**src/rtl/dpm_pkg.sv**
```systemverilog
// Shared types and constants for the binary64 multiplier.
package dpm_pkg;

    localparam logic [12:0] BIAS        = 13'd1023;
    localparam logic [10:0] EXP_ONES    = 11'h7FF;
    localparam logic [51:0] HALF_ULP    = 52'h8_0000_0000_0000;
    localparam logic [6:0]  ALIGN_TOP   = 7'd105;
    localparam int unsigned MANT_W      = 53;
    localparam int unsigned PROD_W      = 106;
    localparam int unsigned LO_W        = 27;
    localparam int unsigned HI_W        = MANT_W - LO_W;
    localparam int unsigned CHUNK_W     = 8;
    localparam int unsigned NUM_CHUNKS  = 13;

    // Per-request control that does not depend on the mantissa product.
    typedef struct packed {
        logic [12:0] exp_ab;
        logic        sub_in;
        logic        sign;
        logic        nan_any;
        logic        zero_any;
        logic [10:0] spec_exp;
        logic [51:0] spec_mant;
    } t_ctl;

    // One classified request as it travels through the queue.
    typedef struct packed {
        logic [52:0] mant_a;
        logic [52:0] mant_b;
        t_ctl        ctl;
    } t_op;

endpackage

```
**src/rtl/dpm_queue.sv**
```systemverilog
// Short request queue between the front end and the arithmetic pipeline.
module dpm_queue #(
    parameter int unsigned DEPTH = 4
) (
    input  logic          i_clk,
    input  logic          i_rst_n,
    input  logic          i_push,
    input  dpm_pkg::t_op  i_data,
    output logic          o_full,
    input  logic          i_pop,
    output logic          o_valid,
    output dpm_pkg::t_op  o_data
);
    import dpm_pkg::*;

    localparam int unsigned PTR_W = (DEPTH > 1) ? $clog2(DEPTH) : 1;
    localparam int unsigned CNT_W = $clog2(DEPTH + 1);
    localparam logic [PTR_W-1:0] LAST = PTR_W'(DEPTH - 1);

    t_op              r_mem [DEPTH];
    logic [PTR_W-1:0] r_wr, n_wr, r_rd, n_rd;
    logic [CNT_W-1:0] r_cnt, n_cnt;
    logic             do_pop;

    assign o_full  = (r_cnt == CNT_W'(DEPTH));
    assign o_valid = (r_cnt != '0);
    assign o_data  = r_mem[r_rd];
    assign do_pop  = i_pop && o_valid;

    // Pointer wrap and occupancy.
    always_comb begin
        n_wr  = i_push ? ((r_wr == LAST) ? '0 : r_wr + 1'b1) : r_wr;
        n_rd  = do_pop ? ((r_rd == LAST) ? '0 : r_rd + 1'b1) : r_rd;
        n_cnt = r_cnt + CNT_W'(i_push) - CNT_W'(do_pop);
    end

    always_ff @(posedge i_clk) begin
        if (!i_rst_n) begin
            r_wr  <= '0;
            r_rd  <= '0;
            r_cnt <= '0;
        end else begin
            r_wr  <= n_wr;
            r_rd  <= n_rd;
            r_cnt <= n_cnt;
        end
    end

    always_ff @(posedge i_clk) begin
        if (i_push) begin
            r_mem[r_wr] <= i_data;
        end
    end

endmodule

```
**config.mk**
```make
export PLATFORM = sky130hd
export DESIGN_NAME = dpm_queue
export DESIGN_NICKNAME = d
export VERILOG_FILES = /design/src/rtl/dpm_pkg.sv /design/src/rtl/dpm_queue.sv
export SDC_FILE = /design/constraint.sdc
export NUM_CORES = 1
export LEC_CHECK = 0
export ABC_AREA = 1
export BUFFER_PORTS_ARGS = -buffer_cell sky130_fd_sc_hd__clkbuf_2
export CORE_MARGIN = 1.5
export CORE_UTILIZATION = 40
export DETAILED_ROUTE_END_ITERATION = 12
export GPL_TIMING_DRIVEN = 0
export PLACE_DENSITY_LB_ADDON = 0.3
export SETUP_SLACK_MARGIN = 0.5
export SYNTH_ARGS = -nofsm -noshare
export SYNTH_HDL_FRONTEND = slang
export SYNTH_SLANG_ARGS = --single-unit
```
**constraint.sdc**
```tcl
create_clock -name i_clk -period 10.6 [get_ports i_clk]
set_input_delay 1.59 -clock i_clk [delete_from_list [all_inputs] [get_ports i_clk]]
set_output_delay 1.59 -clock i_clk [all_outputs]
set_load 0.01 [all_outputs]
```
### Word-level counts from Yosys, hierarchy flattened

Memories as Yosys holds them, arrays and structs flattened. A register that Yosys moved wholly into a read port is not among the register bits.
Cells that the tools add are included.

| cells by class | value |
|---|---|
| divide/modulo/power cells | 0 |
| reduce and logical (&&, ||, !) cells | 2 |
| order comparisons | 0 |
| bitwise operators | 0 |
| multipliers | 0 |
| muxes and demuxes | 6 |
| add/sub/neg operators | 4 |
| shift-type cells | 0 |
| eq/ne operators | 3 |

Operator list:

| operator | count |
|---|---|
| 2-bit two-way mux | 4 |
| 2-bit by 1-bit adder with 2-bit output (second input constant) | 2 |
| 2-bit equality test (second input constant) | 2 |
| 3-bit by 1-bit adder with 3-bit output | 1 |
| 3-bit equality test (second input constant) | 1 |
| 3-bit nonzero test | 1 |
| 3-bit by 1-bit subtractor with 3-bit output | 1 |
| 1-bit two-way mux | 2 |
| 1-bit logical AND | 1 |

| word-level totals | value |
|---|---|
| memories kept | 1 |
| output and inout bits | 188 |
| bits in registers | 7 |
| RAM bits | 744 |
| bits in read-only memories | 0 |
| input bits | 190 |
| bits in latches | 0 |

Memory list:

| name | words | width | read ports | clocked after memory_dff | wr ports | line | RTL |
|---|---|---|---|---|---|---|---|
| r_mem | 4 | 186 | 1 | 1 | 1 | dpm_queue.sv:20 | `t_op r_mem [DEPTH];` |

### Logic depth before layout (Yosys ltp)

Gate-level depths: netlist (run 1).

| logic depth | value |
|---|---|
| word-level depth | 4 |
| depth in mapped cells | 9 |

### Least setup slack after synthesis (run 1)

OpenSTA, ideal clock, no wires.

| path | value |
|---|---|
| kind | input -> register |
| start | input port i_push |
| end | memory r_mem[3][0] (netlist name) (enable) |
| library setup time | 538 ps |
| slack | 4,863 ps |
| data arrival time | 5,199 ps |
| stages on the path | 2 |
| cell sequence | nand2_1 inv_1 |

| between the ends | value |
|---|---|
| cells in the longest elaborated chain, start to end | 2 |

Ends and longest elaborated chain:

| item | line | RTL |
|---|---|---|
| start, declared | dpm_queue.sv:7 | `input logic i_push,` |
| 1-bit two-way mux | dpm_queue.sv:50 | `if (i_push) begin` |
| 1-bit two-way mux (implied by the code) | dpm_queue.sv:51 | `r_mem[r_wr] <= i_data;` |
| end, declared | dpm_queue.sv:20 |  |

Every way passes these cells.

==> results.sh, run 1 <==
export IMPL_p_leak_nw=11.8
export IMPL_timing_max_cap_violations=0
export IMPL_holdBufCountCts=0
export IMPL_first_global_vias=17289
export IMPL_tritonroute_pass_1_iters=7
export IMPL_grt_use_met1=0.255
export IMPL_chipWidth_um=267
export IMPL_syn_inst=1859
export IMPL_synth_area_per_cell_sq_um=15.0
export IMPL_multi_input_comb_area_sq_um=4660
export IMPL_cts_buffer_depth=3
export IMPL_detail_route_iter0_violations=1317
export IMPL_final_seq_area_sq_um=22500
export IMPL_antenna_left=0
export IMPL_ys_types=22
export IMPL_tritoncts="yes"
export IMPL_drive_gt1_frac=0.231
export IMPL_cts_sinks=753
export IMPL_final_max_slew_viol_count=0
export IMPL_largest_net_degree_at_the_start_of_global_routing=103
export IMPL_portBuffers=377
export IMPL_cts_htree_levels=3
export IMPL_synth_seq_area_share=0.809
export IMPL_fp_dieArea_sq_um=71200
export IMPL_post_layout_minimum_cycle_time_ns=4.37
export IMPL_ctsRootBufferMaster="clkbuf_16"
export IMPL_setup_violations=0
export IMPL_dp_final_hpwl_um=43600
export IMPL_worst_path_max_fanout=10
export IMPL_worst_ir_drop_vdd_uv=148
export IMPL_grt_use_met2=0.329
export IMPL_met3_capacity_usage_during_global_routing=0.0511
export IMPL_syn_to_final_growth_pct=20.7
export IMPL_setup_reg_to_reg_worst_slack_ns=8.29
export IMPL_critical_path_class="reg -> out"
export IMPL_crit_path_end_kind="output port"
export IMPL_timing_clock_skew_ns=0.0216
export IMPL_initial_core_util=0.405
export IMPL_pwr_density_cell_nw_per_um2=243
export IMPL_globalplace_congestion=0.763
export IMPL_dpl_instance_area_sq_um=31000
export IMPL_worstHoldPathType="reg -> reg"
export IMPL_route_detailed_wl_per_inst_um=21.9
export IMPL_cp_arrival_ns=2.78
export IMPL_place_worst_setup_slack_ns=6.80
export IMPL_design_final_nets=2519
export IMPL_core_rowCount=96
export IMPL_number_of_warnings_reported_in_the_yosys_synthesis_log=0
export IMPL_status="finished clean"
export IMPL_core_area_sq_um=68700
export IMPL_all_layer_gr_usage=0.199
export IMPL_routed_wl_um=72600
export IMPL_global_route_overflow_total=0
export IMPL_route_vias_total=17405
export IMPL_antenna_found_initial=10
export IMPL_synth_seq_cells=753
export IMPL_slew_headroom=0.417
export IMPL_grt_pass1_wl_um=106000
export IMPL_unrepaired_setup_endpoints_after_global_routing="no"
export IMPL_report_final_hold_viol_count=0
export IMPL_numCtsBuffers=80
export IMPL_fmaxAchievable_ghz=0.229
export IMPL_remaining_drc_errors=0
export IMPL_post_route_cell_area_sq_um=33600
export IMPL_most_used_routing_layer="met2"
export IMPL_top_level_ports=378
export IMPL_transition_at_the_pin_with_the_smallest_max_transition_slack_ns=0.875
export IMPL_die_h_um=267
export IMPL_final_period_utilization=0.412
export IMPL_cts_resized=0
export IMPL_clkLatencyLatePin_ns=0.63
export IMPL_synth_area_sq_um=27900
export IMPL_hold_ws_ns=0.508
export IMPL_setup_total_negative_slack_ns=0
export IMPL_clk_pin_slew_worst_paths_ns=0.06
export IMPL_detail_route_vias_per_cell=5.25
export IMPL_start_kind="flip-flop"
export IMPL_cp_required_ns=9.01
export IMPL_syn_num_nets=2056
export IMPL_worst_slack_ns=6.23
export IMPL_cts_setup_buffers=0
export IMPL_power_total_mw=8.17
export IMPL_nFillCells=5903
cells by family (layout without fill, tap and decap cells):
logic type	after synthesis	count (layout)	synth area share
compound gates	564	564	0.110
xor+xnor	1	1	0.000315
fa+ha+maj	7	7	0.00341
buf+inv	137	658	0.0240
flops	753	753	0.809
other cells	0	4	0
simple gates	397	397	0.0537
worst max-delay path, stage by stage, from the launching register on:
cell and delay, ns:
dfxtp_1 0.48, inv_2 0.29, buf_2 0.31, clkbuf_1 0.41, o21ai_0 0.23, o22ai_1 0.24, clkbuf_2 0.18
flip-flops by register name, summed over array words and instances, names as in the netlist, named ones only:
name	flops
r_cnt	3
r_rd	2
r_mem	744
r_wr	2
path summary, 6_finish.rpt:
kind | start | endpoint | cells after the start
worst max-delay path | flip-flop | o_data[166] | 6
worst min-delay path | r_rd[1]$_SDFFE_PN0P_ | flip-flop | 2
worst max register to register | r_wr[0]$_SDFFE_PN0P_ | r_mem[0][63]$_DFFE_PP_ | 5
worst min register to register | r_rd[1]$_SDFFE_PN0P_ | flip-flop | 2
through the flow:
stage               utilization  instances
finish                    0.489       3315
global route              0.489       3313
CTS                       0.489       3311
detailed placement        0.452       3171
global placement          0.450       3167
floorplan                     -       1859
power by group:
group | leakage [nW] | internal (mW) | total, mW | switching [mW]
Combinational | 3.61 | 0.617 | 1.98 | 1.36
Sequential | 6.91 | 3.42 | 3.46 | 0.0362
Clock | 1.25 | 1.58 | 2.73 | 1.15
cell type report:
class,instances,share of cell area
Sequential cell,753,0.670
Multi-Input combinational cell,969,0.139
Clock buffer,99,0.0620
Timing Repair Buffer,381,0.0594
Tap cell,931,0.0346
Buffer,122,0.0181
Clock inverter,41,0.0144
Inverter,15,0.00264
Antenna cell,4,0.000298
cells in the final DEF, fill, tap and decap left out:
master / Yosys / final
o22ai_1: 186 / 186
ha_1: 6 / 6
bufinv_16: 0 / 7
dfxtp_1: 9 / 9
diode_2: 0 / 4
nand2_1: 13 / 13
buf_4: 1 / 1
edfxtp_1: 744 / 744
a21oi_1: 2 / 2
clkbuf_1: 73 / 91
nor2_1: 381 / 381
o21ai_0: 354 / 354
inv_1: 13 / 9
clkinv_2: 0 / 12
clkbuf_8: 0 / 1
nand3b_1: 1 / 1
inv_2: 1 / 1
inv_16: 0 / 3
inv_6: 0 / 2
fa_1: 1 / 1
buf_16: 0 / 4
o211a_1: 1 / 1
inv_4: 1 / 1
o21ai_1: 21 / 21
nand3_1: 1 / 1
buf_6: 14 / 14
nor3_1: 1 / 1
xnor2_1: 1 / 1
clkinv_4: 0 / 3
clkinv_1: 0 / 9
clkinvlp_4: 0 / 2
clkinv_16: 0 / 1
clkinv_8: 0 / 2
clkbuf_2: 0 / 377
buf_2: 34 / 34
clkbuf_16: 0 / 80
inv_8: 0 / 4
routing by layer:
layer	part of all wire	vias up
met4	0.027	16
met1	0.41	8674
met5	0.0016	-
met3	0.072	130
met2	0.49	589
li1	-	7996
synthesized netlist by cell type, drive strengths merged:
master / n / area (sq um)
a21oi: 2 / 10.0
buf: 49 / 335
clkbuf: 73 / 274
dfxtp: 9 / 180
edfxtp: 744 / 22300
fa: 1 / 20.0
ha: 6 / 75.1
inv: 15 / 58.8
nand2: 13 / 48.8
nand3: 1 / 5.00
nand3b: 1 / 7.51
nor2: 381 / 1430
nor3: 1 / 5.00
o211a: 1 / 10.0
o21ai: 375 / 1880
o22ai: 186 / 1160
xnor2: 1 / 8.76
No activity file was read; power rests on OpenSTA's default activity.
==> run 2: changes to the inputs <==
==> constraint.sdc (replaced) <==
create_clock -name i_clk -period 3.6 [get_ports i_clk]
set_input_delay 0.54 -clock i_clk [delete_from_list [all_inputs] [get_ports i_clk]]
set_output_delay 0.54 -clock i_clk [all_outputs]
set_load 0.01 [all_outputs]
==> run 2 against run 1 <==
Power grew to 3.0 times the previous value. Critical path depth up 1. Combinational power grew to 3.0 times the previous value. Worst setup slack got worse by 5.6 ns. Core utilization up 0.69 points. Global-route usage grew 0.23 points. Die area did not move. Sequential share of layout area decreased by 0.92 points. Flip-flop and latch count did not move. First-iteration DRC count is 9.3% higher. Final cell count up 0.66%. Highest routed layer unchanged.
==> results.sh, run 2 (synthesis gave the netlist of run 1 again) <==
export IMPL_layout_top_registers="r_mem: 744 flops, r_cnt: 3 flops"
export IMPL_setup_reg_to_reg_worst_slack_ns=1.09
export IMPL_grt_pass1_wl_um=106000
export IMPL_timing_max_cap_violations=0
export IMPL_power_sequential_fraction=0.419
export IMPL_worst_hold_path_num_cells=1
export IMPL_core_rowCount=96
export IMPL_largest_reg_flops=744
export IMPL_final_cell_mix="744 x edfxtp_1, 409 x clkbuf_2, 381 x nor2_1"
export IMPL_design_final_nets=2537
export IMPL_holdBufCountCts=0
export IMPL_globalplace_congestion=0.788
export IMPL_initial_core_util=0.405
export IMPL_status="finished clean"
export IMPL_start_kind="flip-flop"
export IMPL_setup_violations=0
export IMPL_fp_dieArea_sq_um=71200
export IMPL_power_combinational_fraction=0.245
export IMPL_p_sw_frac=0.305
export IMPL_worst_ir_drop_vdd_uv=434
export IMPL_report_final_hold_viol_count=0
export IMPL_clock_power_frac=0.337
export IMPL_clk_pin_slew_worst_paths_ns=0.06
export IMPL_syn_to_final_growth_pct=22.4
export IMPL_remaining_drc_errors=0
export IMPL_ctsRootBufferMaster="clkbuf_16"
export IMPL_largest_net_degree_at_the_start_of_global_routing=36
export IMPL_cts_htree_levels=3
export IMPL_nFillCells=5846
export IMPL_detail_route_iter0_violations=1440
export IMPL_cts_buffer_depth=3
export IMPL_routed_wl_um=73300
export IMPL_stdcell_count=3337
export IMPL_tritoncts="yes"
export IMPL_worstReg2RegStart="r_wr[0]$_SDFFE_PN0P_"
export IMPL_portBuffers=377
export IMPL_drive_gt1_frac=0.255
export IMPL_dp_final_hpwl_um=46800
export IMPL_cp_arrival_ns=2.46
export IMPL_worst_r2r_path_depth=6
export IMPL_detail_route_vias_per_cell=5.24
export IMPL_global_route_overflow_total=0
export IMPL_pwr_density_cell_nw_per_um2=712
export IMPL_internal_power_mw=16.9
export IMPL_regToRegEndpoint="r_mem[3][133]$_DFFE_PP_"
export IMPL_cell_count_post_placement=3191
export IMPL_unrepaired_setup_endpoints_after_global_routing="no"
export IMPL_registers_top_by_ff_count="r_mem"
export IMPL_setup_total_negative_slack_ns=0
export IMPL_chipWidth_um=267
export IMPL_clkLatencyLatePin_ns=0.62
export IMPL_antenna_left=0
export IMPL_route_vias_total=17490
export IMPL_die_h_um=267
export IMPL_layout_commonest_cell="edfxtp_1"
export IMPL_route_detailed_wl_per_inst_um=22.0
export IMPL_antenna_found_initial=14
export IMPL_timing_clock_skew_ns=0.0270
export IMPL_cts_sinks=753
export IMPL_worst_path_max_fanout=10
export IMPL_numCtsBuffers=78
export IMPL_final_period_utilization=0.834
export IMPL_p_leak_nw=12.0
export IMPL_cp_required_ns=3.06
export IMPL_cts_setup_buffers=0
export IMPL_final_max_slew_viol_count=0
export IMPL_post_layout_minimum_cycle_time_ns=3.00
export IMPL_slew_headroom=0.423
export IMPL_first_global_vias=17420
export IMPL_hold_ws_ns=0.139
export IMPL_all_layer_gr_usage=0.201
export IMPL_holdPathEnd="r_mem[0][128]$_DFFE_PP_"
export IMPL_p_sw_mw=7.40
export IMPL_crit_path_end_kind="output port"
export IMPL_core_area_sq_um=68700
export IMPL_worstHoldPathType="in -> reg"
export IMPL_fmaxAchievable_ghz=0.333
export IMPL_top_level_ports=378
export IMPL_transition_at_the_pin_with_the_smallest_max_transition_slack_ns=0.863
export IMPL_critical_path_class="reg -> out"
export IMPL_tritonroute_pass_1_iters=6
export IMPL_min_from="i_data[128]"
[run 2: cell types whose count changed in the layout (fill, tap and decap cells not counted), moves of 4 or more]
cell / before / now
clkbuf_1: 91 / 56
inv_8: 4 / 0
clkbuf_2: 377 / 409
buf_12: 0 / 23
nand2_1: 13 / 9
nand2_2: 0 / 4
bufinv_16: 7 / 12
clkinvlp_4: 2 / 9
[run 2: area by class of cell]
class / count / area [sq um] / area share
Antenna cell: 5 / 12.5 / 0.000367
Buffer: 122 / 657 / 0.0193
Clock buffer: 96 / 2050 / 0.0601
Clock inverter: 45 / 557 / 0.0163
Inverter: 15 / 73.8 / 0.00217
Multi-Input combinational cell: 969 / 4680 / 0.137
Sequential cell: 753 / 22500 / 0.661
Tap cell: 931 / 1160 / 0.0342
Timing Repair Buffer: 401 / 2370 / 0.0697
[run 2: per-stage QoR]
step / instance area, sq um / setup WS [ns] / total power, mW / util
floorplan: 27900 / -0.166 / 13.5 / -
global placement: 30900 / -3.05 / 16.2 / 0.450
detailed placement: 31400 / 0.899 / 16.3 / 0.457
CTS: 34100 / 0.500 / 24.5 / 0.496
global route: 34100 / 0.501 / 25.3 / 0.496
finish: 34100 / 0.596 / 24.3 / 0.496
[run 2: what timing repair did]
item | CTS | global route
endpoints found under the setup margin | 146 | 42
hold endpoints to repair | 0 | 0
gates cloned | 0 | 0
gates resized for setup | 20 | 32
[run 2: worst max-delay path: stages (launching register included)]
cell      delay [ns]
dfxtp_1         0.35
buf_6           0.19
inv_4           0.07
buf_6           0.21
clkbuf_1        0.43
o21ai_0         0.17
o22ai_1         0.24
clkbuf_2        0.19
[run 2: worst max-delay path by stage]
stage / startpoint / end / cells past startpoint
final: flip-flop / o_data[64] / 7
after detailed placement: i_push / r_mem[3][70]$_DFFE_PP_ / 6
after floorplan: r_wr[0]$_SDFFE_PN0P_ / r_mem[0][0]$_DFFE_PP_ / 4
after CTS: flip-flop / o_data[98] / 7
after global placement: i_push / r_mem[0][49]$_DFFE_PP_ / 3
after global routing: flip-flop / o_data[142] / 6
[run 2: power groups by stage]
| stage | combinational [mW] | clock (mW) | sequential [mW] |
|---|---|---|---|
| after floorplan | 3.12 | 0 | 10.4 |
| after global placement | 5.79 | 0 | 10.4 |
| after detailed placement | 5.95 | 0 | 10.4 |
| after CTS | 6.00 | 8.33 | 10.2 |
| after global routing | 6.47 | 8.63 | 10.2 |
| final | 5.94 | 8.17 | 10.2 |
[run 2: routing by layer]
layer / up-vias / share of wire / routed length [um] / GRT usage
li1: 8037 / - / - / -
met1: 8745 / 0.39 / 28900 / 0.251
met2: 570 / 0.50 / 36600 / 0.336
met3: 118 / 0.083 / 6090 / 0.0578
met4: 20 / 0.022 / 1610 / 0.0696
met5: - / 0.0020 / 148 / 0
