===== src/rtl/dpm_pkg.sv =====
// Shared types and constants for the binary64 multiplier.
package dpm_pkg;

    localparam logic [12:0] BIAS        = 13'd1023;
    localparam logic [10:0] EXP_ONES    = 11'h7FF;
    localparam logic [51:0] HALF_ULP    = 52'h8_0000_0000_0000;
    localparam logic [6:0]  ALIGN_TOP   = 7'd105;
    localparam int unsigned MANT_W      = 53;
    localparam int unsigned PROD_W      = 106;
    localparam int unsigned LO_W        = 27;
    localparam int unsigned HI_W        = MANT_W - LO_W;
    localparam int unsigned CHUNK_W     = 8;
    localparam int unsigned NUM_CHUNKS  = 13;

    // Per-request control that does not depend on the mantissa product.
    typedef struct packed {
        logic [12:0] exp_ab;
        logic        sub_in;
        logic        sign;
        logic        nan_any;
        logic        zero_any;
        logic [10:0] spec_exp;
        logic [51:0] spec_mant;
    } t_ctl;

    // One classified request as it travels through the queue.
    typedef struct packed {
        logic [52:0] mant_a;
        logic [52:0] mant_b;
        t_ctl        ctl;
    } t_op;

endpackage


===== src/rtl/dpm_front.sv =====
// Front end: accepts requests, unpacks and classifies both operands.
module dpm_front (
    input  logic          i_clk,
    input  logic          i_rst_n,
    input  logic          i_valid,
    output logic          o_stall,
    input  logic [63:0]   i_operand_a,
    input  logic [63:0]   i_operand_b,
    input  logic          i_q_full,
    output logic          o_q_push,
    output dpm_pkg::t_op  o_q_data
);
    import dpm_pkg::*;

    logic        r_fv, n_fv;
    t_op         r_op, n_op;
    logic        accept;
    logic        sa, sb, zero_a, zero_b, mz_a, mz_b, nan_a, nan_b;
    logic [10:0] ea, eb;

    assign o_stall  = r_fv && i_q_full;
    assign accept   = i_valid && !o_stall;
    assign o_q_push = r_fv && !i_q_full;
    assign o_q_data = r_op;

    // Field extraction and operand classes.
    always_comb begin
        sa     = i_operand_a[63];
        sb     = i_operand_b[63];
        ea     = i_operand_a[62:52];
        eb     = i_operand_b[62:52];
        zero_a = (i_operand_a[62:0] == 63'd0);
        zero_b = (i_operand_b[62:0] == 63'd0);
        mz_a   = (i_operand_a[51:0] == 52'd0);
        mz_b   = (i_operand_b[51:0] == 52'd0);
        nan_a  = (ea == EXP_ONES);
        nan_b  = (eb == EXP_ONES);
    end

    // Build the classified request.
    always_comb begin
        n_op.mant_a       = {(ea != 11'd0), i_operand_a[51:0]};
        n_op.mant_b       = {(eb != 11'd0), i_operand_b[51:0]};
        n_op.ctl.exp_ab   = {2'b00, ea} + {2'b00, eb} - BIAS;
        n_op.ctl.sub_in   = (ea == 11'd0) || (eb == 11'd0);
        n_op.ctl.nan_any  = nan_a || nan_b;
        n_op.ctl.zero_any = zero_a || zero_b;
        n_op.ctl.spec_exp = nan_a ? ea : eb;

        // Sign: infinity times zero first, then NaN payload owners.
        priority if ((nan_a && mz_a && zero_b) || (nan_b && mz_b && zero_a)) begin
            n_op.ctl.sign = 1'b1;
        end else if (nan_a && !mz_a) begin
            n_op.ctl.sign = sa || sb;
        end else if (nan_b && !mz_b) begin
            n_op.ctl.sign = sb;
        end else begin
            n_op.ctl.sign = sa ^ sb;
        end

        // Mantissa for NaN and infinity operands.
        priority if ((nan_a && mz_a && !mz_b) || (nan_b && mz_b && !mz_a)) begin
            n_op.ctl.spec_mant = 52'd0;
        end else if (nan_a && !(nan_b && sb)) begin
            n_op.ctl.spec_mant = HALF_ULP | {1'b0, i_operand_a[50:0]};
        end else begin
            n_op.ctl.spec_mant = HALF_ULP | {1'b0, i_operand_b[50:0]};
        end
    end

    // Holding register valid flag.
    always_comb begin
        priority if (accept) begin
            n_fv = 1'b1;
        end else if (o_q_push) begin
            n_fv = 1'b0;
        end else begin
            n_fv = r_fv;
        end
    end

    always_ff @(posedge i_clk) begin
        if (!i_rst_n) begin
            r_fv <= 1'b0;
        end else begin
            r_fv <= n_fv;
        end
    end

    always_ff @(posedge i_clk) begin
        if (accept) begin
            r_op <= n_op;
        end
    end

endmodule


===== config.mk =====
export PLATFORM = sky130hd
export DESIGN_NAME = dpm_front
export DESIGN_NICKNAME = d
export VERILOG_FILES = /design/src/rtl/dpm_pkg.sv /design/src/rtl/dpm_front.sv
export SDC_FILE = /design/constraint.sdc
export NUM_CORES = 1
export LEC_CHECK = 0
export ABC_CLOCK_PERIOD_IN_PS = 17650
export BUFFER_PORTS_ARGS = -buffer_cell sky130_fd_sc_hd__buf_2
export CORE_MARGIN = 5
export CORE_UTILIZATION = 47
export DETAILED_ROUTE_END_ITERATION = 10
export PLACE_DENSITY = 0.79
export SETUP_SLACK_MARGIN = 0.5
export SLEW_MARGIN = 25
export SYNTH_ARGS = -nofsm -noshare
export SYNTH_HDL_FRONTEND = slang
export SYNTH_SLANG_ARGS = --single-unit

===== constraint.sdc =====
create_clock -name i_clk -period 17.65 [get_ports i_clk]
set_input_delay 0 -clock i_clk [delete_from_list [all_inputs] [get_ports i_clk]]
set_output_delay 0 -clock i_clk [all_outputs]
set_load 0.005 [all_outputs]

# Word level (Yosys, flattened, before mapping)
# Cells that the tools add are included.
[word_totals]
ff_bits = 187
word_cells = 54
out_inout_bits = 188
inputBits = 132
[classes]
reduce_logical = 33
mux = 6
bitwise_logic = 1
n_eq_ne = 2
add_sub_neg = 2
[op_table]
columns = ["op", "count"]
rows = [
  ["$logic_not A63 Y1", 2],
  ["$logic_not A52 Y1", 2],
  ["$mux W51", 1],
  ["$eq A11 B11 Y1 const B", 2],
  ["$logic_not A11 Y1", 2],
  ["$reduce_bool A11 Y1", 2],
  ["$logic_and A1 B1 Y1", 13],
  ["$sub A12 B10 Y13 const B", 1],
  ["$add A11 B11 Y12", 1],
  ["$mux W11", 1],
  ["$logic_or A1 B1 Y1", 6],
  ["$logic_not A1 Y1", 5],
  ["$mux W1", 4],
  ["$reduce_bool A2 Y1", 1],
  ["$xor A1 B1 Y1", 1],
]

# Depth between registers and ports, before layout
# Gate-level depths: netlist of the first run.
[logic_depth]
ltp_word = 5
mapped_depth = 11
mapped_depth_nobuf = 11

# Worst setup path before layout of the first run
# OpenSTA, ideal clock, no wires.
[synth_timing]
path_kind = "register to register"
startpoint = "register r_fv"
endpoint = "register r_op (netlist bit o_q_data[0]) (enable)"
path_stages_with_launch = 3
required_time_ns = 16.893
period_less_slack_ns = 9.427
path_buffers = 0
setup_time_ns = 0.757
path_slack_ns = 8.223
arrival_ns = 8.669
cell_sequence = "dfxtp_1 -> and2_1 -> nor2b_1"
[synth_via]
elab_chain_cells = 3
[synth_lines]
columns = ["element", "line_no", "text"]
rows = [
  ["start, declared", "dpm_front.sv:15", "logic r_fv, n_fv;"],
  ["start signal, assigned", "dpm_front.sv:86", "r_fv <= n_fv;"],
  ["$logic_and A1 B1 Y1", "dpm_front.sv:21", "assign o_stall = r_fv && i_q_full;"],
  ["named net o_stall", "dpm_front.sv:6", "output logic o_stall,"],
  ["$logic_not A1 Y1", "dpm_front.sv:22", "assign accept = i_valid && !o_stall;"],
  ["$logic_and A1 B1 Y1", "dpm_front.sv:22", ""],
  ["named net accept", "dpm_front.sv:17", "logic accept;"],
  ["end signal, assigned", "dpm_front.sv:92", "r_op <= n_op;"],
  ["end, declared", "dpm_front.sv:16", "t_op r_op, n_op;"],
]
# The timed path passes the listed nets, and every way through them passes these cells.
# A chain may end at the register's enable or synchronous reset.

# Worst setup path in the final report of the first run
[layout_timing]
startpoint = "input i_operand_b[38]"
endpoint = "register r_op (netlist bit o_q_data[18]) (data pin)"
[layout_via]
elab_chain_cells = 4
word_cells_on_any_way = 6
classes_between = "reduce/logical: 6"
[layout_lines]
columns = ["element", "line_no", "text"]
rows = [
  ["start, declared", "dpm_front.sv:8", "input logic [63:0] i_operand_b,"],
  ["$logic_not A52 Y1 *", "dpm_front.sv:35", "mz_b = (i_operand_b[51:0] == 52'd0);"],
  ["$logic_not A1 Y1 / $logic_and A1 B1 Y1 (equally long branches)", "dpm_front.sv:62", "priority if ((nan_a && mz_a && !mz_b) || (nan_b && mz_b && !mz_a)) begin"],
  ["$logic_and A1 B1 Y1", "dpm_front.sv:62", ""],
  ["$logic_or A1 B1 Y1 *", "dpm_front.sv:62", ""],
]
# Mark *: on every way between the ends. The rest lies on a longest branch, timed or not.

==> results of run 1 <==
-- layer usage --
layer	vias to the layer above	routed length (um)	track usage, %
met5	-	0	0
met4	0	738	11.0
met3	53	1980	5.85
met2	330	12800	44.8
met1	2873	8940	29.5
li1	2668	-	-
-- worst register-to-register path, cell delays in order (launching register included) --
cell and delay [ns]:
sky130_fd_sc_hd__dfxtp_1 0.31, sky130_fd_sc_hd__and2_1 0.18, sky130_fd_sc_hd__nor2b_4 0.57, sky130_fd_sc_hd__buf_12 0.61
-- flip-flops by register name, summed over array words and instances, names as in the netlist --
signal / cells
o_q_data: 186
r_fv: 1
-- cell usage in the layout, fill, tap and decap left out, types with 8 or more instances in the layout --
master and count:
sky130_fd_sc_hd__buf_2 319, sky130_fd_sc_hd__edfxtp_1 186, sky130_fd_sc_hd__dlygate4sd3_1 117, sky130_fd_sc_hd__mux2i_1 51, sky130_fd_sc_hd__nor2_1 38, sky130_fd_sc_hd__nor4_1 30
sky130_fd_sc_hd__ha_1 22, sky130_fd_sc_hd__nor2_2 20, sky130_fd_sc_hd__clkbuf_16 17, sky130_fd_sc_hd__nand2b_1 12, sky130_fd_sc_hd__nand2_1 12, sky130_fd_sc_hd__inv_1 10
sky130_fd_sc_hd__nand4_1 9, sky130_fd_sc_hd__nor3_1 8
-- how the worst max path moves through the flow --
stage	startpoint	endpoint	slack, ns	cells past startpoint
5_1_grt	i_operand_a[38]	o_q_data[18]	14.57	9
2_1_floorplan	r_fv	o_q_data[0]	8.22	2
6_report	i_operand_b[38]	o_q_data[18]	14.74	9
4_1_cts	i_operand_a[5]	o_q_data[40]	14.76	9
3_3_place_gp	i_operand_b[5]	o_q_data[13]	14.88	8
3_5_place_dp	i_operand_a[5]	o_q_data[37]	14.88	8
-- power by group --
part	total (uW)	internal, uW	switching, uW
Combinational	127	61.3	66.0
Sequential	532	524	8.08
Clock	391	215	176
Total	1050	800	250
-- cell families after synthesis --
family	count (synthesis)	synth area share, %
adders and majority gates	23	3.90
xor gates and xnor gates	9	1.04
AOI/OAI and AO/OA	18	1.88
DFF	187	74.0
buffers and inverters	22	1.70
and+or+nand+nor	148	10.8
muxes	51	6.73
-- synthesized netlist by cell type (all sizes together) --
cell	instances	area, um^2
a31o	2	17.5
nand3	6	30.0
mux2i	51	510
edfxtp	186	5590
a21oi	5	36.3
dfxtp	1	20.0
o2bb2ai	1	8.76
o21ai	3	26.3
nor2b	2	12.5
or3	1	6.26
buf	10	83.8
o211ai	2	15.0
or2	1	6.26
or2b	1	7.51
ha	22	275
nor4	32	230
nand2b	12	75.1
a2bb2oi	1	8.76
o21a	1	7.51
clkbuf	2	7.51
inv	10	37.5
a21o	3	22.5
xor2	3	26.3
nand3b	3	22.5
and2	2	12.5
nand2	13	51.3
fa	1	20.0
nor2	58	268
nor3	8	40.0
nand4	9	56.3
xnor2	6	52.6
-- through the flow --
stage               hold slack [ns]  std cells  util, %  instance area, um^2
CTS                         0.00860       1133     70.6                11200
floorplan                    0.0302        458        -                 7580
detailed placement            0.201        984     59.4                 9400
global route                 0.0296       1133     70.6                11200
global placement              0.198        984     59.4                 9400
finish                       0.0331       1133     70.6                11200
-- final cells by class --
type / instances / area (um^2)
fill: 1010 / 4650
sequential: 187 / 5610
multi-input combinational: 249 / 1850
clock buffer: 17 / 425
tap: 216 / 270
timing repair buffer: 439 / 2800
inverter: 10 / 37.5
clock inverter: 15 / 188
==> key figures, run 1 <==
Outcome
  – Run status: finished, final reports clean

Floorplanning
  – DIE AREA: 18,800 um^2
  – Die Width: 137 um
  – Starting density of the core: 47.9%
  – Number of I/O pins: 320
  – Placeable core region: 15,800 um^2
  – Floorplan row count: 46
  – Die height: 137 um

Synth
  – Count of different cell masters after synthesis: 38
  – Post-synth design cell area: 7580 um^2
  – Sequential area share after synthesis: 74.0%
  – Avg Cell Area, Syn: 16.5 um^2
  – Post-synthesis register bit count: 187
  – Number of instances in the synthesized netlist: 458
  – Synthesis Warnings: 0
  – Synth Net Count: 613

Timing
  – Number of setup violations in the final report: 0
  – Max Fclk: 344 MHz
  – Tightest Pin Transition: 0.979 ns
  – Share of the cycle needed by the critical path after routing: 16.5%
  – Count of endpoints failing hold in the final timing report: 0
  – Normalized max-slew margin: 34.7%
  – Total Negative Setup Slacks: 0 ns
  – Clk_skew: 0.00841 ns
  – Final Max Tran Viols: 0
  – Post-route setup slack: 14.74 ns
  – Post-route minimum period: 2.91 ns
  – Setup repair after global routing missed its margin: no

Worst setup path
  – Worst R2R End: o_q_data[139]
  – Signal arrival time at the worst endpoint: 3.04 ns
  – Top fanout value on the critical path: 52
  – Crit path buffers/inverters: 3
  – Worst path required time: 17.78 ns
  – CP Cell Sequence: dlygate4sd3_1, buf_2, nor4_1, nand4_1, nor4_4, nand2_2, o21ai_4, buf_4, nor2_1
  – CP max stage delay: 0.57 ns
  – Length in cells of the worst reg-to-reg path: 3
  – Kind of cell adding the most delay to the critical path: simple AND/OR/NAND/NOR gates
  – Register-to-register path setup slack: 15.34 ns
  – FF-to-FF Start: r_fv
  – Critical Path Sink Type: flip-flop
  – Critical path launch point type: input port
  – Crit Path Category: in2reg
  – Cell with the biggest individual delay on the critical path: sky130_fd_sc_hd__buf_4

Hold path
  – HP Class: in2reg
  – Worst-case hold path end point: o_q_data[185]
  – Cell depth of the worst hold path: 3
  – Beginning of the worst hold path: i_operand_a[56]

Pwr
  – Leakage: 0.00457 uW
  – Power density relative to cell area: 93.9 nW/um^2
  – Total chip power: 1050 uW
  – Max VDD drop: 60.5 uV

Global route
  – Vias in the first global route: 6,019
  – Remaining global-route overflow: 0
  – First-pass GRT wire length: 35.0 mm
  – Antenna violations before repair: 0
  – Pin count of the biggest net entering global routing: 165
  – GRT Total Usage: 25.3%

Clock network
  – Count of clock tree sinks: 187
  – Number of setup buffers added after CTS: 0
  – Number of buffers inserted by hold repair at cts: 117
  – Cell at the root of the clock tree: sky130_fd_sc_hd__clkbuf_16
  – Clock transition time at the flip-flop clock pins of the worst setup and hold paths: 0.07 ns
  – Post-cts gate resize count: 0
  – CTS tree: built
  – Number of H-tree branching levels: 4
  – Number of CTS-inserted buffers: 17
  – Deepest clock path buffer count: 2
  – Insertion delay to the later sink of the worst-skew pair: 0.42 ns

Routing
  – Final ANT Viol Nets: 0
  – Routed wirelength normalized by instance count: 21.6 um
  – DRC violation count after routing: 0
  – Starting DRC count in detailed routing: 429
  – Vias per std cell: 5.23
  – Total vias in the final route: 5,924
  – Total Routed Length: 24.5 mm
  – TritonRoute pass-1 iters: 5

Layout
  – Area growth from synthesis to layout: 47.5%
  – Inserted Diodes: 0
  – Fraction of layout cells with a size suffix above 1: 41.8%
  – Number of nets in the finished design: 1,059

Placement
  – Total of buffers placed on input and output ports: 319
  – HPWL after detailed placement: 16.4 mm
  – Gpl congestion: 0.852
  – Post-placement setup slack: 14.88 ns

Run
  – Max-Cap Viols: 0
(Power assumes the default switching activity.)
==> inputs of run 2 (changes only) <==
--- a/config.mk
+++ b/config.mk
@@ -5,7 +5,7 @@
 export SDC_FILE = /design/constraint.sdc
 export NUM_CORES = 1
 export LEC_CHECK = 0
-export ABC_CLOCK_PERIOD_IN_PS = 17650
+export ABC_CLOCK_PERIOD_IN_PS = 2900
 export BUFFER_PORTS_ARGS = -buffer_cell sky130_fd_sc_hd__buf_2
 export CORE_MARGIN = 5
 export CORE_UTILIZATION = 47
==> constraint.sdc (replaced) <==
create_clock -name i_clk -period 2.9 [get_ports i_clk]
set_input_delay 0 -clock i_clk [delete_from_list [all_inputs] [get_ports i_clk]]
set_output_delay 0 -clock i_clk [all_outputs]
set_load 0.005 [all_outputs]
==> run 2 against run 1 <==
Non-clock buffer count increased by 8. First-iteration DRC count rose by 1.9%. Cell count is 0.88% higher. Die area unchanged. Largest power group unchanged. Clock skew rose by 0.0025 ns. Critical path depth did not move.
==> key figures, run 2 (synthesis gave the netlist of run 1 again) <==
Outcome
  – Run status: finished, final reports clean

Pwr
  – Power density relative to cell area: 562 nW/um^2 (+500%)
  – Sequential share of power: 50.9% (+0.3 points)
  – Sw Share: 23.5% (-0.30 points)
  – Internal Pwr Total: 4860 uW (+510%)
  – Combinational power share: 12.6% (+0.5 points)
  – Clock Power Share: 36.5% (-0.8 points)
  – Leakage: 0.00461 uW (+0.95%)
  – Reported net switching power: 1500 uW (+500%)
  – Max VDD drop: 407 uV (+570%)
  – Total chip power: 6360 uW (+510%)

Worst setup path
  – CP max stage delay: 0.56 ns (about the same)
  – Worst setup path start: i_operand_b[24]
  – Critical path launch point type: input port
  – CP Cell Sequence: dlygate4sd3_1, buf_2, nor4_1, nand4_1, nor4_4, nand2_2, o21ai_4, buf_12, nor2_1
  – Signal arrival time at the worst endpoint: 2.51 ns (-0.53 ns)
  – Cell with the biggest individual delay on the critical path: sky130_fd_sc_hd__dlygate4sd3_1
  – Top fanout value on the critical path: 38 (-27%)
  – Register-to-register path setup slack: 1.47 ns (-13.87 ns)
  – Critical Path Sink Type: flip-flop
  – FF-to-FF Start: r_fv
  – Worst path required time: 3.06 ns (-14.72 ns)
  – Crit Path Category: in2reg

Timing
  – Number of setup violations in the final report: 0 (unchanged)
  – Setup repair after global routing missed its margin: yes
  – Clk_skew: 0.0109 ns (+0.00248 ns)
  – Share of the cycle needed by the critical path after routing: 81.1%
  – Count of endpoints failing hold in the final timing report: 0 (unchanged)
  – Post-route setup slack: 0.548 ns (-14.20 ns)
  – Normalized max-slew margin: 61.1% (+26 points)
  – Tightest Pin Transition: 0.583 ns (-0.397 ns)
  – Hold_ws: 0.0496 ns (+0.0166 ns)
  – Max Fclk: 425 MHz
  – Final Max Tran Viols: 0 (unchanged)
  – Post-route minimum period: 2.35 ns
  – Total Negative Setup Slacks: 0 ns (unchanged)

Floorplanning
  – Number of I/O pins: 320 (unchanged)
  – DIE AREA: 18,800 um^2 (unchanged)
  – Die Width: 137 um (unchanged)
  – Die height: 137 um (unchanged)
  – Floorplan row count: 46 (unchanged)
  – Placeable core region: 15,800 um^2 (unchanged)
  – Starting density of the core: 47.9% (unchanged)

Layout
  – Commonest non-fill, non-tap cell in the layout: sky130_fd_sc_hd__buf_2
  – Area growth from synthesis to layout: 49.3%
  – Fraction of layout cells with a size suffix above 1: 43.1% (+1.4 points)
  – Number of nets in the finished design: 1,067 (+0.76%)
  – Final non-filler cell total: 1,143 (+0.88%)
  – Most frequent cells in the layout: sky130_fd_sc_hd__buf_2, sky130_fd_sc_hd__edfxtp_1, sky130_fd_sc_hd__dlygate4sd3_1, sky130_fd_sc_hd__mux2i_1, sky130_fd_sc_hd__nor2_1
  – Number of flip-flops under the largest register name: 186 (unchanged)
  – Fillers: 999 (-1.1%)

Routing
  – Total Routed Length: 24.8 mm (+1.2%)
  – Routed wirelength normalized by instance count: 21.7 um (+0.36%)
  – Starting DRC count in detailed routing: 437 (+1.9%)
  – Total vias in the final route: 5,963 (+0.66%)
  – Final ANT Viol Nets: 0 (unchanged)
  – DRC violation count after routing: 0 (unchanged)
  – Vias per std cell: 5.22 (-0.22%)
  – TritonRoute pass-1 iters: 5 (unchanged)

Global route
  – Pin count of the biggest net entering global routing: 73 (-56%)
  – First-pass GRT wire length: 35.7 mm (+2.1%)
  – Vias in the first global route: 6,006 (-0.22%)
  – Antenna violations before repair: 1 (+1)
  – GRT Total Usage: 25.7% (+0.39 points)
  – Remaining global-route overflow: 0 (unchanged)

Hold path
  – HP Class: in2reg
  – Beginning of the worst hold path: i_operand_a[53]

Clock network
  – CTS tree: built
  – Count of clock tree sinks: 187 (unchanged)
  – Deepest clock path buffer count: 2 (unchanged)
  – Clock transition time at the flip-flop clock pins of the worst setup and hold paths: 0.07 ns (about the same)
  – Insertion delay to the later sink of the worst-skew pair: 0.41 ns (about the same)
  – Number of CTS-inserted buffers: 17 (unchanged)
  – Cell at the root of the clock tree: sky130_fd_sc_hd__clkbuf_16
  – Number of H-tree branching levels: 4 (unchanged)

Placement
  – Post-placement setup slack: 0.492 ns (-14.39 ns)
  – Placed insts: 989 (+0.51%)
  – Gpl congestion: 0.888 (+4.2%)
  – HPWL after detailed placement: 16.7 mm (+2.1%)
  – Total of buffers placed on input and output ports: 319 (unchanged)

Run
  – Max-Cap Viols: 0 (unchanged)
-- run 2: cell count changes in the layout (fill, tap and decap cells not counted), moves of 2 or more --
| cell | change |
|---|---|
| sky130_fd_sc_hd__clkinv_4 | -2 |
| sky130_fd_sc_hd__inv_6 | +2 |
| sky130_fd_sc_hd__buf_4 | +5 |
| sky130_fd_sc_hd__a21oi_2 | +2 |
| sky130_fd_sc_hd__buf_12 | +3 |
| sky130_fd_sc_hd__inv_8 | -2 |
| sky130_fd_sc_hd__nor4_2 | +6 |
| sky130_fd_sc_hd__a21oi_1 | -2 |
| sky130_fd_sc_hd__diode_2 | +2 |
| sky130_fd_sc_hd__nor4_1 | -6 |
-- run 2: final cells by class --
class                           count  area (um^2)  share of cell area (%)
Tap cell                          216          270                    2.39
Inverter                           10         37.5                   0.332
Multi-Input combinational cell    249         1910                    16.8
Timing Repair Buffer              447         2900                    25.6
Clock buffer                       18          429                    3.79
Antenna cell                        2         5.00                  0.0442
Sequential cell                   187         5610                    49.5
Clock inverter                     14          160                    1.42
-- run 2: path summary, 6_finish.rpt --
kind / to / cells after the start
worst max-delay path: o_q_data[17] / 9
worst min-delay path: o_q_data[68] / 3
worst max register to register: o_q_data[137] / 3
worst min register to register: o_q_data[116] / 3
-- run 2: repair_timing --
| action | CTS | global route |
|---|---|---|
| hold buffers | 117 | 0 |
| gates resized for setup | 0 | 9 |
| buffers inserted | 0 | 3 |
| setup endpoints to repair | 0 | 54 |
| endpoints found under the hold margin | 166 | 0 |
-- run 2: per-layer routing --
| layer | vias up | track usage, % | wire length (um) |
|---|---|---|---|
| met5 | - | 0 | 0 |
| li1 | 2682 | - | - |
| met4 | 0 | 8.48 | 622 |
| met1 | 2919 | 30.2 | 8810 |
| met3 | 43 | 5.40 | 1990 |
| met2 | 319 | 46.8 | 13300 |
-- run 2: power by group through the flow --
| stage | registers (uW) | logic, uW | clock network, uW |
|---|---|---|---|
| floorplan | 3320 | 217 | 0 |
| global placement | 3280 | 635 | 0 |
| detailed placement | 3290 | 646 | 0 |
| CTS | 3230 | 775 | 2330 |
| global route | 3250 | 864 | 2480 |
| finish | 3240 | 798 | 2320 |
-- run 2: worst max-delay path, delay by kind of cell --
family,cells,cell delay (ns)
and+or+nand+nor,5,1.32
AOI/OAI and AO/OA,1,0.19
buffers and inverters,3,0.98
-- run 2: through the flow --
step                utilization, %  cell area, um^2
floorplan                        -             7590
global placement              59.9             9480
detailed placement            59.9             9480
CTS                           71.0            11200
global route                  71.5            11300
finish                        71.5            11300
